## src/hw/rtl/scma_ram.sv

```systemverilog
`timescale 1ns / 1ps
module scma_ram #(
  parameter int unsigned Width = 8,
  parameter int unsigned Depth = 16,
  localparam int unsigned AddrW = (Depth > 1) ? $clog2(Depth) : 1
) (
  input  logic             clk_i,
  input  logic             we_i,
  input  logic [AddrW-1:0] waddr_i,
  input  logic [Width-1:0] wdata_i,
  input  logic [AddrW-1:0] raddr_i,
  output logic [Width-1:0] rdata_o
);

  logic [Width-1:0] mem_q [Depth];

  always_ff @(posedge clk_i) begin
    if (we_i) begin
      mem_q[waddr_i] <= wdata_i;
    end
    rdata_o <= mem_q[raddr_i];
  end

endmodule

```

## config.mk

```make
export PLATFORM = sky130hd
export DESIGN_NAME = scma_ram
export DESIGN_NICKNAME = d
export VERILOG_FILES = /design/src/hw/rtl/scma_ram.sv
export SDC_FILE = /design/constraint.sdc
export NUM_CORES = 1
export LEC_CHECK = 0
export ABC_CLOCK_PERIOD_IN_PS = 2300
export BUFFER_PORTS_ARGS = -buffer_cell sky130_fd_sc_hd__buf_2
export CORE_MARGIN = 2
export CORE_UTILIZATION = 60
export DETAILED_ROUTE_END_ITERATION = 10
export PLACE_DENSITY = 0.78
export SETUP_SLACK_MARGIN = 0.5
export SLEW_MARGIN = 20
export SYNTH_ARGS = -nofsm -noshare
export SYNTH_HDL_FRONTEND = slang
export SYNTH_SLANG_ARGS = --single-unit
```

## constraint.sdc

```tcl
create_clock -name clk_i -period 2.3 [get_ports clk_i]
set_clock_uncertainty 0.2 [all_clocks]
set_input_delay 0.23 -clock clk_i [delete_from_list [all_inputs] [get_ports clk_i]]
set_output_delay 0.23 -clock clk_i [all_outputs]
set_load 0.1 [all_outputs]
```

==> metrics.md <==
| Metric | Value |
|---|---|
| Critical path class | `flop to output pin` |
| Slew headroom | `0.467` |
| Total Routing Usage GR | `0.248` |
| Post-CTS setup buffer count | `0` |
| First-pass GRT wire length | `16.5 mm` |
| Fmax | `579 MHz` |
| Grt ovf | `0` |
| Initial antenna violation count | `0` |
| Height of the chip | `96.6 µm` |
| Crit path max-delay family | `buffers and inverters` |
| Port bufs | `25` |
| Clock Path Buffers | `2` |
| Multi-input gate area | `1060 µm²` |
| Worst skew pair latency | `510 ps` |
| CP Launch Type | `flop` |
| DRC | `0` |
| TNS Setup | `0 ps` |
| Maximum fanout along the worst path | `1` |
| Synth cell types | `19` |
| Vias per cell | `6.28` |
| Endpoint class of the critical path | `output pin` |
| Yosys warning total | `0` |
| Met3 usage | `0.0715` |
| Reg area | `4000 µm²` |
| Commonest non-fill, non-tap cell in the layout | `edfxtp_1` |
| RSZ-0062 raised after global routing | `no` |
| Nets | `307` |
| CP Data Required Time | `1870 ps` |
| Via count | `2554` |
| Max-cap violations | `0` |
| Area grow syn2layout | `18.9%` |
| Max Slew Vio Count | `0` |
| Starting Density | `0.623` |
| Max IR drop VDD | `0.000755 V` |
| First DRT Iteration DRCs | `234` |
| Clock-pin slew on the worst setup and hold paths | `60 ps` |
| Vias in the first global route | `2668` |
| Io pins | `26` |
| H-Tree Depth | `4` |
| Ant diodes | `0` |
| Least-Margin Pin Slew | `796 ps` |
| Num rows | `33` |
| Seq cells post-synth | `136` |
| Std-Cell Core Area | `8260 µm²` |
| Final Power | `5720 µW` |
| Min Tclk post-route | `1730 ps` |
| Final Hold Slack | `72.8 ps` |
| Detailed placement HPWL | `6.01 mm` |
| Post-synthesis cell count | `229` |
| Final ANT Viol Nets | `0` |
| R2r setup slk | `580 ps` |
| DIE AREA | `9340 µm²` |
| Critical-path cell list | `buf_2` |
| Commonest cells after routing, fill and taps aside | `edfxtp_1 (128), buf_2 (24), mux4_2 (18), buf_4 (17)` |
| GRT busiest layer | `met2` |
| Worst hold path type | `primary input to flop` |
| Slowest stage cell, crit path | `buf_2` |
| Outcome | `completed` |
| Post-synthesis sequential area ratio | `0.778` |
| Arrival time at the worst endpoint | `1300 ps` |
| Die width | `96.6 µm` |
| CTS Buf Count | `17` |
| Power per cell area | `935 nW/µm²` |
| Max incr delay on CP | `440 ps` |
| Fin util | `0.741` |
| Avg WL per Cell | `25.7 µm` |
| First-pass detailed-route iteration total | `4` |
| Syn Nets | `247` |
| CTS tree | `yes` |
| Grt met2 use | `0.381` |
| Placer congestion estimate | `0.736` |
| Leak Pwr | `0.00210 µW` |
| Largest net degree at the start of global routing | `33` |
| Setup violators final | `0` |
| Final Hold Viols | `0` |
| Mapped cell area | `5150 µm²` |
| Share of cells above drive strength 1 | `0.288` |
| M1 GR Usage | `0.353` |
| Filler instances | `449` |
| Tcrit/Tclk final | `0.751` |
| CTS Sinks | `136` |
| Final WL | `10.5 mm` |
| Avg Inst Size Synth | `22.5 µm²` |
| Critical path buffers and inverters | `1` |
| Clock root buffer | `clkbuf_8` |
per-stage QoR:
stage	worst slack [ps]	cell area (µm²)	cells
final	572	6120	407
after global routing	540	6120	407
after CTS	555	6120	407
after detailed placement	301	5480	367
after global placement	381	5480	367
after floorplan	604	5150	229
what timing repair did:
action | 4_1_cts | 5_1_grt
endpoints found under the setup margin | 1 | 0
hold endpoints to repair | 128 | 0
gates resized for setup | 1 | 0
hold buffers | 8 | 0
Yosys cell counts:
cell type	n	area (µm²)
and2_1	1	6.26
nor2b_1	1	6.26
buf_4	1	7.51
nand2_1	9	33.8
nor3_1	4	20.0
clkdlybuf4s25_2	3	30.0
buf_6	3	33.8
nor2_1	13	48.8
mux4_2	18	405
nand3b_1	2	15.0
nand3_1	1	5.00
or3b_2	1	8.76
dfxtp_1	8	160
and2b_1	1	7.51
nand2b_1	2	12.5
edfxtp_1	128	3840
buf_2	3	15.0
mux4_1	14	368
a22oi_1	16	120
cells by family (layout without fill, tap and decap cells):
family / count (synthesis) / in the layout / share of synthesized area
and+or+nand+nor: 35 / 35 / 0.0318
muxes: 32 / 32 / 0.150
DFF: 136 / 136 / 0.778
AOI/OAI and AO/OA: 16 / 16 / 0.0233
buffers and inverters: 10 / 83 / 0.0168
layer usage:
layer,vias to the layer above,routed length [µm]
li1,1101,-
met1,1341,4370
met2,103,5370
met3,9,612
met4,0,107
met5,-,0
power by group:
part | internal (µW) | switching, µW | leakage [µW] | total (µW)
combinational | 120 | 266 | 0.000611 | 387
sequential | 2770 | 20.4 | 0.00122 | 2790
clock | 1620 | 925 | 0.000270 | 2540
state kept, by name (all words and copies together), names as in the netlist:
name,cells
mem_q,128
rdata_o,8
final timing paths:
kind | startpoint | end | cells after the start
worst max-delay path | rdata_o[1] | rdata_o[1] | 1
worst max register to register | mem_q[0][0] | rdata_o[0] | 3
worst min register to register | mem_q[7][7] | rdata_o[7] | 3
worst min-delay path | waddr_i[0] | mem_q[0][0] | 3
layout make-up:
class                   instances  share of cell area
clock buffers                  19              0.0689
clock inverters                13              0.0221
multi-input cells              83               0.174
flip-flops and latches        136               0.654
well taps                     105              0.0215
repair buffers                 51              0.0601
tightest hold or removal path: cells and delay by family:
family                 cells  cell delay, ps
buffers and inverters      2             320
AND/OR/NAND/NOR            1              60
(Power assumes the default switching activity.)
