$ cat src/hw/rtl/scma_pkg.sv
`timescale 1ns / 1ps
package scma_pkg;

  typedef enum logic [1:0] {
    OP_LOAD_START = 2'd0,
    OP_LOAD_ENTRY = 2'd1,
    OP_B_ENTRY    = 2'd2,
    OP_CLOSE      = 2'd3
  } opcode_e;

  localparam logic [0:0] CFG_ROWS_IN_USE    = 1'b0;
  localparam logic [0:0] CFG_DROP_THRESHOLD = 1'b1;

  localparam int unsigned ValueW = 32;
  localparam int unsigned SumW   = 64;
  localparam int unsigned RowW   = 6;
  localparam int unsigned PtrW   = 11;
  localparam int unsigned CfgW   = 32;

  localparam logic signed [SumW-1:0] SumMax = {1'b0, {(SumW-1){1'b1}}};
  localparam logic signed [SumW-1:0] SumMin = {1'b1, {(SumW-1){1'b0}}};

  function automatic logic signed [SumW-1:0] sat_add(
    input logic signed [SumW-1:0] a,
    input logic signed [SumW-1:0] b
  );
    logic signed [SumW:0] s;
    s = {a[SumW-1], a} + {b[SumW-1], b};
    if (s[SumW] != s[SumW-1]) begin
      return s[SumW] ? SumMin : SumMax;
    end
    return s[SumW-1:0];
  endfunction

endpackage

$ cat src/hw/rtl/scma_mac.sv
`timescale 1ns / 1ps
module scma_mac import scma_pkg::*; (
  input  logic                     clk_i,
  input  logic signed [ValueW-1:0] a_i,
  input  logic signed [ValueW-1:0] b_i,
  output logic signed [SumW-1:0]   prod_o
);

  logic signed [SumW-1:0] prod_d;

  assign prod_d = a_i * b_i;

  always_ff @(posedge clk_i) begin
    prod_o <= prod_d;
  end

endmodule

$ cat config.mk
export PLATFORM = sky130hd
export DESIGN_NAME = scma_mac
export DESIGN_NICKNAME = d
export VERILOG_FILES = /design/src/hw/rtl/scma_pkg.sv /design/src/hw/rtl/scma_mac.sv
export SDC_FILE = /design/constraint.sdc
export NUM_CORES = 2
export LEC_CHECK = 0
export BUFFER_PORTS_ARGS = -buffer_cell sky130_fd_sc_hd__buf_2
export CAP_MARGIN = 20
export CORE_UTILIZATION = 45
export DETAILED_ROUTE_END_ITERATION = 10
export PLACE_DENSITY_LB_ADDON = 0.25
export SETUP_SLACK_MARGIN = 0.1
export SLEW_MARGIN = 20
export SYNTH_ARGS = -nofsm -noshare
export SYNTH_HDL_FRONTEND = slang
export SYNTH_SLANG_ARGS = --single-unit
$ cat constraint.sdc
create_clock -name clk_i -period 11.25 [get_ports clk_i]
set_clock_uncertainty 0.05 [all_clocks]
set_input_delay 2.25 -clock clk_i [delete_from_list [all_inputs] [get_ports clk_i]]
set_output_delay 2.25 -clock clk_i [all_outputs]
set_load 0.05 [all_outputs]
==> summary.log <==
qor: logic_synthesis.post_synth_fa_ha_maj_area_fraction 63.67%
qor: clock_tree.postCtsHoldBufs 0
qor: floorplanning.die-width 291.2 µm
qor: timing.timing.final.crit_share 88.30%
qor: logic_synthesis.synth_ff_type dfxtp_1
qor: drt.route.vias.total 25750
qor: global_route.grt_start_max_net_pins 33
qor: drt.avg_vias_per_cell 5.175
qor: setup_path.worst_setup_path_startpoint b_i[8]
qor: logic_synthesis.synthesized_area_per_cell 9.531 µm²
qor: setup_path.crit_path_end_kind flip-flop
qor: floorplanning.rows 105
qor: timing.tns 0 ps
qor: final_layout.most-common-layout-cells 1082 x fa_1, 949 x inv_1, 524 x nand2_1
qor: place.placedCellCount 4959
qor: drt.drt_wl_total 98850 µm
qor: final_layout.post_layout_nonfiller_instances 4975
qor: clock_tree.clock_sinks 64
qor: logic_synthesis.synth.cell_area 0.03764 mm²
qor: logic_synthesis.synthesis_stage_register_bit_count 64
qor: logic_synthesis.synth-seq-area-share 3.404%
qor: setup_path.required_time_worst_endpoint 11420 ps
qor: place.buffer_ports.inserted 128
qor: final_layout.regMostFlops prod_o
qor: final_layout.insertedDiodeCount 0
qor: logic_synthesis.synthXorXnorAreaFrac 1.722%
qor: setup_path.worstSetupPathType input port to flip-flop
qor: floorplanning.pin_count 129
qor: global_route.initial_antenna_violation_count 2
qor: logic_synthesis.complex_gate_fraction_of_the_synthesized_area 3.843%
qor: run_status.status finished, final reports clean
qor: clock_tree.cts_repair_resize_count 0
qor: final_layout.largest_register_ffs 64
qor: final_layout.most_frequent_standard_cell_in_the_layout_excluding_fill_and_tap_cells fa_1
qor: logic_synthesis.synth_top_cell_area_share 57.55%
qor: place.dp_hpwl 84190 µm
qor: drt.post_drt_wl_per_cell 19.87 µm
qor: drt.antenna_left 0
qor: setup_path.slowest_stage fa_1
qor: min_path.timing.hold.worst.class input port to flip-flop
qor: logic_synthesis.synth.largest_area_cell fa_1
qor: timing.fin_crit 9934 ps
qor: timing.hold_violations 0
qor: drt.drt_iter0_drc 1459
qor: logic_synthesis.synthTopCellsByArea fa_1 58%, inv_1 9.5%, and2_1 8.5%
qor: global_route.groute.usage.overall 24.50%
qor: clock_tree.postCtsSetupBuffers 0
qor: logic_synthesis.post_synth_net_total 5280
qor: logic_synthesis.synth_enable_flop_cells 0
qor: logic_synthesis.combinational_family_with_the_most_area_after_synthesis adder cells
qor: final_layout.fin_nets 5231
qor: logic_synthesis.postSynthCellCount 3949
qor: floorplanning.die_area 0.08480 mm²
qor: clock_tree.root_buffer clkbuf_16
qor: setup_path.critical_path.cell_chain buf_2 > nand2_1 > fa_1 > fa_1 > fa_1 > inv_1 > fa_1 > fa_1 > fa_1 > inv_1 > fa_1 > inv_1 > fa_1 > ha_1 > and3_2 > nand2_1 > nor2_1 > nand3_1 > nor4_1 > nor2_1 > a31o_2 > xnor2_1
qor: timing.max_slew_margin 44.95%
qor: final_layout.drive_gt1_share 5.327%
qor: floorplanning.core-area 0.08237 mm²
qor: clock_tree.h-tree-depth 3
qor: clock_tree.clkTransAtPathRegs 60 ps
qor: timing.rsz0062_at_grt false
qor: setup_path.cp_max_fo 32
qor: logic_synthesis.warning_count_from_the_yosys_run 0
qor: setup_path.cp_slowest_stage_delay 980 ps
qor: clock_tree.numCtsBuffers 9
qor: final_layout.area.growth.synth_to_final 4.468%
qor: logic_synthesis.synth_simple_gate_area_share 15.71%
qor: timing.number_of_endpoints_failing_setup_at_the_final_stage 0
qor: floorplanning.start_util 45.69%
qor: setup_path.startpoint_type input port
qor: logic_synthesis.share_of_flip_flops_with_an_asynchronous_set_or_reset 0%
qor: floorplanning.die_y 291.2 µm
qor: timing.worst_pin_slew 825.8 ps
qor: run.max_cap_violation_count 0
qor: setup_path.cell_type_with_the_highest_occurrence_count_on_the_critical_path fa_1
qor: clock_tree.cts-root-to-sink-buffers 2
qor: setup_path.cp.arrival 10100 ps
qor: logic_synthesis.netlist-cell-type-count 70
qor: global_route.grt_pass1_vias 28510
qor: timing.maxClockFrequency 0.1007 GHz
qor: drt.drc_errors 0
qor: place.finalWeightedCongestion 0.9147
qor: final_layout.largest_registers prod_o x64
qor: global_route.grt_pass1_wl 160500 µm
qor: timing.hold_slack 2577 ps
qor: global_route.grt_overflow_total 0
qor: logic_synthesis.synth.area.mux_share 0%
qor: timing.timing_max_transition_violations_final 0
qor: setup_path.critical_path.endpoint prod_o[63]
qor: drt.first_pass_iters 5
qor: clock_tree.cts_tree done
==> per-stage QoR <==
stage	setup slack (ps)	util [%]	instance area, µm²
after floorplan	1607	-	37640
after detailed placement	943.0	47.33	38990
after global placement	975.6	47.33	38990
final	1316	47.73	39320
after CTS	1279	47.73	39320
after global routing	719.1	47.73	39320
==> cell families after synthesis <==
group                      after synthesis
adders and majority gates             1266
and+or+nand+nor                       1178
buffers and inverters                 1163
AOI/OAI and AO/OA                      204
xor gates and xnor gates                74
DFF                                     64
==> synthesized netlist by cell type, drive strengths merged (6+ instances only) <==
library cell	count
nor3	7
nor2b	8
nand2	526
nand3	18
dfxtp	64
o21ai	42
nor2	61
and3	11
a31oi	6
inv	949
xor2	22
o211ai	6
nand4	11
a21o	33
and2	514
xnor2	52
clkbuf	201
a211oi	7
buf	13
ha	184
o21bai	6
fa	1082
a21oi	68
nand2b	13
==> how the worst min path moves through the flow <==
| stage | from | to | slack (ps) | cells past startpoint |
|---|---|---|---|---|
| floorplan | b_i[0] | prod_o[0] | 2330 | 1 |
| global placement | prod_o[5] | prod_o[5] | 2670 | 1 |
| detailed placement | prod_o[4] | prod_o[4] | 2670 | 1 |
| CTS | b_i[0] | prod_o[0] | 2550 | 3 |
| global route | b_i[0] | prod_o[0] | 2580 | 3 |
| finish | b_i[0] | prod_o[0] | 2580 | 3 |
==> critical path: cells and delay by family <==
family          cells  cell delay [ps]
compound gates      1              240
xor+xnor            1              110
buf+inv             4             1080
simple gates        7             1330
fa+ha+maj           9             5040
==> final cells by class <==
type	count	area (µm²)
fillers	7807	43050
repair buffers	154	835.8
clock inverters	5	78.83
flip-flops and latches	64	1281
clock buffers	11	252.7
inverters	949	3562
well taps	1070	1339
multi-input cells	2722	31970
==> metal layers <==
| metal | routed length [µm] | part of all wire (%) | vias up | track usage (%) |
|---|---|---|---|---|
| met5 | 9 | 0.0091 | - | 0 |
| met2 | 51420 | 52 | 617 | 43.62 |
| met4 | 3323 | 3.4 | 2 | 7.253 |
| met1 | 40420 | 41 | 13860 | 31.78 |
| met3 | 3685 | 3.7 | 129 | 1.970 |
| li1 | - | - | 11140 | - |
Power is not shown: default switching activity piles up to over one toggle a cycle in this logic, so the estimate is an artifact.
